==> src/hw/rtl/bshc_pkg.sv <==
// Package for the buffer slice handle checker: request and configuration types,
// status codes, register addresses and the handle decode function. No dependencies.
package bshc_pkg;

	localparam int unsigned SlotMsb = 23;
	localparam int unsigned GenLsb  = 24;
	localparam int unsigned GenMsb  = 47;
	localparam int unsigned KindLsb = 48;
	localparam int unsigned KindMsb = 55;
	localparam int unsigned LifeLsb = 56;
	localparam int unsigned LifeMsb = 59;
	localparam int unsigned RsvdLsb = 60;

	localparam int unsigned PaddrWidth = 4;
	localparam int unsigned OutTdataWidth = 8;

	localparam logic [1:0] RegKindFirst = 2'd0;
	localparam logic [1:0] RegKindLast  = 2'd1;
	localparam logic [1:0] RegLifeFirst = 2'd2;
	localparam logic [1:0] RegLifeLast  = 2'd3;

	localparam logic [7:0] KindFirstReset = 8'd0;
	localparam logic [7:0] KindLastReset  = 8'd3;
	localparam logic [3:0] LifeFirstReset = 4'd0;
	localparam logic [3:0] LifeLastReset  = 4'd2;

	typedef enum logic [3:0] {
		ST_VALID    = 4'd0,
		ST_HANDLE   = 4'd1,
		ST_KIND     = 4'd2,
		ST_SLOT     = 4'd3,
		ST_STALE    = 4'd4,
		ST_LIFETIME = 4'd5,
		ST_EXPIRED  = 4'd6,
		ST_EMPTY    = 4'd7,
		ST_OVERFLOW = 4'd8
	} status_t;

	// Last member lies in the lowest bits.
	typedef struct packed {
		logic [63:0] current_frame;
		logic [7:0]  expected_kind;
		logic [63:0] record_frame;
		logic [31:0] record_capacity;
		logic [63:0] record_handle;
		logic [31:0] slice_size;
		logic [31:0] slice_offset;
		logic [63:0] slice_handle;
	} req_t;

	localparam int unsigned InTdataWidth = $bits(req_t);

	typedef struct packed {
		logic [7:0] kind_first;
		logic [7:0] kind_last;
		logic [3:0] life_first;
		logic [3:0] life_last;
	} cfg_t;

	function automatic logic handle_ok(input logic [63:0] h, input cfg_t c);
		logic [7:0] kind;
		logic [3:0] life;
		kind = h[KindMsb:KindLsb];
		life = h[LifeMsb:LifeLsb];
		return (h != 64'd0) && (h[63:RsvdLsb] == '0) &&
			(h[SlotMsb:0] != '0) && (h[GenMsb:GenLsb] != '0) &&
			(kind >= c.kind_first) && (kind <= c.kind_last) &&
			(life >= c.life_first) && (life <= c.life_last);
	endfunction

endpackage

==> src/hw/rtl/bshc_eval.sv <==
// Status evaluation for one slice request against its buffer record.
// Depends on bshc_pkg for the request, configuration and status types.
module bshc_eval (
	input  bshc_pkg::req_t    req,
	input  bshc_pkg::cfg_t    cfg,
	output bshc_pkg::status_t status
);

	logic s_ok;
	logic r_ok;
	logic [7:0] s_kind;
	logic [7:0] r_kind;
	logic [3:0] s_life;
	logic [3:0] r_life;

	assign s_ok   = bshc_pkg::handle_ok(req.slice_handle, cfg);
	assign r_ok   = bshc_pkg::handle_ok(req.record_handle, cfg);
	assign s_kind = req.slice_handle[bshc_pkg::KindMsb:bshc_pkg::KindLsb];
	assign r_kind = req.record_handle[bshc_pkg::KindMsb:bshc_pkg::KindLsb];
	assign s_life = req.slice_handle[bshc_pkg::LifeMsb:bshc_pkg::LifeLsb];
	assign r_life = req.record_handle[bshc_pkg::LifeMsb:bshc_pkg::LifeLsb];

	always_comb begin
		if (!s_ok || !r_ok) begin
			status = bshc_pkg::ST_HANDLE;
		end else if ((s_kind != req.expected_kind) || (r_kind != req.expected_kind)) begin
			status = bshc_pkg::ST_KIND;
		end else if (req.slice_handle[bshc_pkg::SlotMsb:0] !=
				req.record_handle[bshc_pkg::SlotMsb:0]) begin
			status = bshc_pkg::ST_SLOT;
		end else if (req.slice_handle[bshc_pkg::GenMsb:bshc_pkg::GenLsb] !=
				req.record_handle[bshc_pkg::GenMsb:bshc_pkg::GenLsb]) begin
			status = bshc_pkg::ST_STALE;
		end else if (s_life != r_life) begin
			status = bshc_pkg::ST_LIFETIME;
		end else if ((r_life == cfg.life_last) &&
				(req.record_frame != req.current_frame)) begin
			status = bshc_pkg::ST_EXPIRED;
		end else if (req.slice_size == 32'd0) begin
			status = bshc_pkg::ST_EMPTY;
		end else if ((req.slice_offset > req.record_capacity) ||
				(req.slice_size > (req.record_capacity - req.slice_offset))) begin
			status = bshc_pkg::ST_OVERFLOW;
		end else begin
			status = bshc_pkg::ST_VALID;
		end
	end

endmodule

==> src/hw/rtl/buffer_slice_handle_checker_top.sv <==
// Top level of the buffer slice handle checker: stream ports, register port,
// input and result registers. Depends on bshc_pkg and bshc_eval.
//
// Each transaction on the slave stream carries one slice request together with
// its buffer record; the block answers each with exactly one status code on the
// master stream, in order. A request is latched into an input register, checked
// by one pass of compare logic and the result is held in an output register,
// from which its status is offered on the master stream. One request is
// taken every cycle as long as the receiver takes results.
// When the receiver stalls, the output register holds its status and the input
// register can still take one more request; s_tready falls only when both hold
// data. The four range registers sit behind the APB port at byte addresses 0, 4,
// 8 and 12; they should be written only while no transaction is in flight.
// Reset empties both registers and restores the default kind range 0 to 3 and
// lifetime range 0 to 2.
module buffer_slice_handle_checker_top (
	input  logic                                      clk,
	input  logic                                      arst_n,
	input  logic                                      s_tvalid,
	output logic                                      s_tready,
	// slice_handle, slice_offset, slice_size, record_handle, record_capacity,
	// record_frame, expected_kind, current_frame
	input  logic [bshc_pkg::InTdataWidth-1:0]         s_tdata,
	output logic                                      m_tvalid,
	input  logic                                      m_tready,
	// status, then zero padding
	output logic [bshc_pkg::OutTdataWidth-1:0]        m_tdata,
	input  logic                                      psel,
	input  logic                                      penable,
	input  logic                                      pwrite,
	input  logic [bshc_pkg::PaddrWidth-1:0]           paddr,
	input  logic [31:0]                               pwdata,
	output logic [31:0]                               prdata,
	output logic                                      pready
);

	bshc_pkg::cfg_t    cfg_q;
	bshc_pkg::req_t    req_s1;
	logic              valid_s1;
	bshc_pkg::status_t status_s2;
	bshc_pkg::status_t status_next;
	logic              valid_s2;
	logic              adv_s2;
	logic              adv_s1;
	logic              cfg_wr;
	logic [1:0]        reg_sel;

	assign pready  = 1'b1;
	assign cfg_wr  = psel && penable && pwrite && pready;
	assign reg_sel = paddr[3:2];

	always_ff @(posedge clk or negedge arst_n) begin
		if (!arst_n) begin
			cfg_q.kind_first <= bshc_pkg::KindFirstReset;
			cfg_q.kind_last  <= bshc_pkg::KindLastReset;
			cfg_q.life_first <= bshc_pkg::LifeFirstReset;
			cfg_q.life_last  <= bshc_pkg::LifeLastReset;
		end else if (cfg_wr) begin
			case (reg_sel)
				bshc_pkg::RegKindFirst: cfg_q.kind_first <= pwdata[7:0];
				bshc_pkg::RegKindLast:  cfg_q.kind_last  <= pwdata[7:0];
				bshc_pkg::RegLifeFirst: cfg_q.life_first <= pwdata[3:0];
				bshc_pkg::RegLifeLast:  cfg_q.life_last  <= pwdata[3:0];
				default: begin
				end
			endcase
		end
	end

	always_comb begin
		case (reg_sel)
			bshc_pkg::RegKindFirst: prdata = {24'd0, cfg_q.kind_first};
			bshc_pkg::RegKindLast:  prdata = {24'd0, cfg_q.kind_last};
			bshc_pkg::RegLifeFirst: prdata = {28'd0, cfg_q.life_first};
			bshc_pkg::RegLifeLast:  prdata = {28'd0, cfg_q.life_last};
			default:                prdata = 32'd0;
		endcase
	end

	assign adv_s2   = !valid_s2 || m_tready;
	assign adv_s1   = !valid_s1 || adv_s2;
	assign s_tready = adv_s1;

	always_ff @(posedge clk or negedge arst_n) begin
		if (!arst_n) begin
			valid_s1 <= 1'b0;
			valid_s2 <= 1'b0;
		end else begin
			if (adv_s1) begin
				valid_s1 <= s_tvalid;
			end
			if (adv_s2) begin
				valid_s2 <= valid_s1;
			end
		end
	end

	always_ff @(posedge clk) begin
		if (adv_s1 && s_tvalid) begin
			req_s1 <= bshc_pkg::req_t'(s_tdata);
		end
		if (adv_s2 && valid_s1) begin
			status_s2 <= status_next;
		end
	end

	bshc_eval u_eval (
		.req    (req_s1),
		.cfg    (cfg_q),
		.status (status_next)
	);

	assign m_tvalid = valid_s2;
	assign m_tdata  = {{(bshc_pkg::OutTdataWidth - $bits(status_s2)){1'b0}}, status_s2};

endmodule

==> config.mk <==
export PLATFORM = sky130hd
export DESIGN_NAME = buffer_slice_handle_checker_top
export DESIGN_NICKNAME = d
export VERILOG_FILES = /design/src/hw/rtl/bshc_pkg.sv /design/src/hw/rtl/bshc_eval.sv /design/src/hw/rtl/buffer_slice_handle_checker_top.sv
export SDC_FILE = /design/constraint.sdc
export NUM_CORES = 1
export LEC_CHECK = 0
export BUFFER_PORTS_ARGS = -buffer_cell sky130_fd_sc_hd__buf_2
export CORE_UTILIZATION = 45
export CTS_CLUSTER_DIAMETER = 80
export CTS_CLUSTER_SIZE = 8
export DETAILED_ROUTE_END_ITERATION = 8
export GPL_ROUTABILITY_DRIVEN = 0
export GPL_TIMING_DRIVEN = 0
export PLACE_DENSITY = 0.71
export SLEW_MARGIN = 15
export SYNTH_ARGS = -nofsm -noshare
export SYNTH_HDL_FRONTEND = slang
export SYNTH_SLANG_ARGS = --single-unit
==> constraint.sdc <==
create_clock -name clk -period 12.7 [get_ports clk]
set_input_delay 2.54 -clock clk [delete_from_list [all_inputs] [get_ports clk]]
set_output_delay 2.54 -clock clk [all_outputs]
set_load 0.02 [all_outputs]
# Yosys cells after proc, flatten, opt, wreduce, memory -nomap -nowiden

Index checks and enable logic that the tools add are counted.
W data, S select, Z words.

Register bits: 390
Output and inout port bits: 43
Input port bits: 403

Reductions and logical operators: 44
Order comparisons: 10
Add/sub/neg operators: 1
Multiplexer cells: 8
Equality and inequality tests: 10

Operators by type and width:

| operator             | count |
|---|---|
| $pmux W32 S4         | 1 |
| $reduce_bool A64 Y1  | 2 |
| $reduce_bool A24 Y1  | 4 |
| $gt A32 B32 Y1       | 2 |
| $ne A64 B64 Y1       | 1 |
| $ne A24 B24 Y1       | 2 |
| $logic_not A32 Y1    | 1 |
| $sub A32 B32 Y32     | 1 |
| $logic_and A1 B1 Y1  | 19 |
| $ge A8 B8 Y1         | 2 |
| $le A8 B8 Y1         | 2 |
| $ne A8 B8 Y1         | 2 |
| $mux W3              | 4 |
| $ge A4 B4 Y1         | 2 |
| $le A4 B4 Y1         | 2 |
| $logic_not A4 Y1     | 2 |
| $reduce_and A2 Y1    | 4 |
| $reduce_or A7 Y1     | 1 |
| $logic_or A1 B1 Y1   | 5 |
| $eq A2 B2 Y1 const B | 2 |
| $eq A4 B4 Y1         | 1 |
| $logic_not A1 Y1     | 4 |
| $mux W2              | 2 |
| $mux W4              | 1 |
| 4 further kinds      | 4 |

# Depth between registers and ports, before layout

Word-level depth: 11
Gate-level depth with buffers: 20
Depth with buffers taken out: 20

# Cells and area by module

From an unflattened synthesis, not the netlist that was laid out.

Cells, all modules: 1184
Area total of the unflattened synthesis: 17613.1 µm²

Modules (own cells, without submodules):

| module                          | cells each | times used | area each (µm²) |
|---|---|---|---|
| buffer_slice_handle_checker_top | 471        | 1          | 12365.6 |
| bshc_eval                       | 713        | 1          | 5247.5 |

# Worst setup path after synthesis

OpenSTA, ideal clock, no wires.

Kind: input to register
From: input m_tready
To: register req_s1[0] (netlist name) (enable)
Arrival: 10.980 ns
Slack: 0.954 ns
Required time: 11.933 ns
Setup time: 0.767 ns
Cell stages on the path: 2
Cell sequence: nand3b_1 -> and2_1

Cells in the longest elaborated chain, start to end: 3

Ends and longest elaborated chain:

| what                 | RTL line                               | RTL |
|---|---|---|
| start, declared      | buffer_slice_handle_checker_top.sv:25  | `input logic m_tready,` |
| $logic_or A1 B1 Y1   | buffer_slice_handle_checker_top.sv:80  | `assign adv_s2 = !valid_s2 \|\| m_tready;` |
| $logic_or A1 B1 Y1   | buffer_slice_handle_checker_top.sv:81  | `assign adv_s1 = !valid_s1 \|\| adv_s2;` |
| $logic_and A1 B1 Y1  | buffer_slice_handle_checker_top.sv:99  | `if (adv_s1 && s_tvalid) begin` |
| end signal, assigned | buffer_slice_handle_checker_top.sv:100 | `req_s1 <= bshc_pkg::req_t'(s_tdata);` |
| end, declared        | buffer_slice_handle_checker_top.sv:38  | `bshc_pkg::req_t req_s1;` |

No other way between the ends.
A chain may end at the register's enable or synchronous reset.

# Worst setup path in the final report

From: input paddr[2] (netlist name)
To: output prdata[2]

Cells in the longest elaborated chain, start to end: 2
Elaborated cells between the ends (all ways): 5
Classes of those cells: eq/ne (3); mux (1); reduce/logical (1)

Ends and longest elaborated chain:

| what                                       | RTL line                              | RTL |
|---|---|---|
| start, declared                            | buffer_slice_handle_checker_top.sv:31 | `input logic [bshc_pkg::PaddrWidth-1:0] paddr,` |
| $eq A2 B2 Y1, or another cell as far along | buffer_slice_handle_checker_top.sv:71 | `case (reg_sel)` |
| $pmux W32 S4 *                             | buffer_slice_handle_checker_top.sv:71 |  |
| end, declared                              | buffer_slice_handle_checker_top.sv:33 | `output logic [31:0] prdata,` |

Every way passes the cells marked *; elsewhere a longest branch is shown, timed or not. The select of a mux whose other input is x is not followed.

==> results by group <==
Synth
  – YS warnings: 0
  – Area contributors post-synth: edfxtp_1 62%, ha_1 7.9%, xor2_1 3.8%
  – Register area share after synthesis: 0.657
  – Synth Cell Area: 17600 um^2
  – Post-Syn Area per Cell: 14.7 um^2
  – Top FF cell, synth: edfxtp_1
  – Netlist cell types: 65
  – Post-synth EDFFs: 364
  – Most common cell in the netlist: edfxtp_1
  – Post-synth top cells: 364 x edfxtp_1, 112 x ha_1, 77 x xor2_1, 71 x inv_1, 67 x xnor2_1
  – Async set-reset flop share out of synthesis: 0.0667
  – Most area-hungry cell type in the Yosys netlist: edfxtp_1
  – Mapped Cells: 1203
  – Yosys reg bits: 390
  – Synth top area share: 0.620

Setup path
  – Most frequent CP cell: buf_2
  – Worst-path cell chain: buf_2 -> clkbuf_1 -> mux4_2 -> buf_2
  – Critical path's largest stage delay: 0.62 ns
  – Worst Path Arrival: 3.98 ns
  – CP required: 10.16 ns
  – Crit path max fanout: 10
  – Startpoint Class: input port
  – Slowest-stage cell, CP: mux4_2
  – Crit path max-delay family: buffers and inverters
  – Worst setup EP type: primary output
  – Crit Path Category: in2out
  – Buf/Inv on CP: 3

Global route
  – Met1 usage in global routing: 0.228
  – Overall routing resource usage: 0.199
  – Grt met2 use: 0.334
  – Vias in the first global route: 11655
  – First-pass GRT wire length: 60.1 mm
  – Met3 usage: 0.0699
  – Total global routing overflow: 0
  – Largest net degree at the start of global routing: 67
  – Initial antenna violation count: 29
  – GRT busiest layer: met2

Floorplan
  – I/O Pins: 446
  – Die area: 40000 um^2
  – Initial core utilization: 0.456
  – DIE WIDTH: 200 um
  – Height of the chip: 200 um
  – # rows: 72
  – Core area: 38600 um^2

Power and ir drop
  – Switching part of the total: 0.248
  – Sw Pwr: 835 uW
  – Pwr/cell area: 152 nW/um^2
  – Leak: 0.00905 uW
  – Maximum vdd ir drop: 142 uV
  – Sequential share of power: 0.468
  – Cell-internal power: 2530 uW
  – Logic pwr share: 0.143
  – Total power: 3370 uW
  – Clock power frac: 0.389

Placement
  – I/O Buffers: 390
  – Placed Area: 20500 um^2
  – Post-DP HPWL: 30.8 mm

Layout
  – Share of post-route cells with drive strength above 1: 0.304
  – Final Net Count: 2199
  – Synthesis-to-layout area growth: 25.2%
  – Final Util: 0.571
  – Fill count: 3082
  – Cell area after layout: 22100 um^2

Clock network
  – H-tree depth: 2
  – CTS Sinks: 390
  – CTS tree: done
  – Inserted Clock Buffers: 55
  – Max Buffers Root-to-Sink: 3
  – Post-CTS setup buffers: 0
  – Clk root buf: clkbuf_16
  – # resized after CTS: 0
  – Worst skew pair latency: 0.61 ns
  – Clock transition at the registers of the reported paths: 0.06 ns
  – CTS Hold Bufs: 0

Detailed routing
  – TritonRoute pass-1 iters: 5
  – DR iter-0 viols: 494
  – WL per Instance: 17.8 um
  – DR vias/cell: 5.10
  – Post-route antenna net violation count: 0
  – Vias: 11424
  – Routed WL: 39.9 mm
  – DRC violations left: 0

Timing
  – Final worst-path cycle share: 0.513
  – Final Skew: 0.0558 ns
  – Worst Max-Slew Pin Slew: 0.712 ns
  – Achievable Freq: 0.153 GHz
  – Final worst path period need: 6.52 ns
  – Final hold viol count: 0
  – Final setup violation count: 0
  – Worst slew margin: 0.521
  – Fin. max-slew vios: 0
  – RSZ-0062 raised after global routing: false

Flow run
  – Max Cap Violations: 0

Run status
  – Outcome: finished, final reports clean

Min path
  – Min-Delay Path Class: reg2reg
final cells by class:
type / instances / area [um^2] / share of cell area
sequential: 390 / 11600 / 0.525
multi-input combinational: 730 / 5630 / 0.255
timing repair buffer: 396 / 2110 / 0.0956
clock buffer: 73 / 1440 / 0.0654
tap: 518 / 648 / 0.0294
inverter: 73 / 274 / 0.0124
buffer: 37 / 248 / 0.0112
clock inverter: 5 / 91.3 / 0.00414
antenna: 19 / 47.5 / 0.00215
per-stage QoR:
step	TNS (ns)	setup WS [ns]	hold WS, ns	std cells
floorplan	0	0.954	0.449	1230
global placement	-625.00	-1.76	0.471	2138
detailed placement	0	6.17	0.485	2144
CTS	0	6.17	0.495	2222
global route	0	6.10	0.533	2235
finish	0	6.18	0.495	2241
path summary, 6_finish.rpt:
kind	slack, ns	endpoint	cells past startpoint	startpoint
max in group asynchronous	10.33	cfg_q[6]	1	arst_n
setup / recovery	6.18	prdata[2]	4	paddr[2]
min in group asynchronous	1.94	cfg_q[12]	1	arst_n
setup reg to reg	7.56	status_s2[3]	18	req_s1[64]
hold / removal	0.49	m_tvalid	1	valid_s1
hold reg to reg	0.49	m_tvalid	1	valid_s1
registers in the layout, summed over array words and instances (netlist names):
register and cells:
valid_s1 1, cfg_q 24, req_s1 360, status_s2 4, m_tvalid 1
per-layer routing:
layer / vias to the layer above / share of wire / wire (um)
li1: 5507 / - / -
met1: 5378 / 0.39 / 15500
met2: 424 / 0.49 / 19600
met3: 91 / 0.091 / 3630
met4: 24 / 0.026 / 1050
met5: - / 0.0042 / 167
cells in the final DEF, fill, tap and decap left out, types with 26 or more instances in the layout:
cell,synthesis,final
conb_1,2,29
ha_1,112,112
clkbuf_16,0,55
buf_2,0,390
a21oi_1,50,50
nor4_1,55,55
a21o_1,30,30
xor2_1,77,77
xnor2_1,67,67
edfxtp_1,364,364
nand2_1,34,34
inv_1,71,71
nand4_1,35,35
clkbuf_1,8,26
buf_4,29,29
o21ai_0,33,33
power by group through the flow:
stage | Clock [uW] | Sequential, uW | Combinational (uW)
2_1_floorplan | 0 | 1610 | 319
3_3_place_gp | 0 | 1640 | 452
3_5_place_dp | 0 | 1600 | 480
4_1_cts | 1340 | 1580 | 484
5_1_grt | 1390 | 1590 | 544
6_report | 1310 | 1580 | 481
logic make-up after synthesis:
logic type,Yosys count,share of synthesized area
flops,390,0.657
buf+inv,110,0.0296
compound gates,180,0.0684
mux,20,0.0149
simple gates,244,0.0773
xor+xnor,144,0.0715
other cells,2,0.000426
fa+ha+maj,113,0.0806
(Power assumes the default switching activity.)
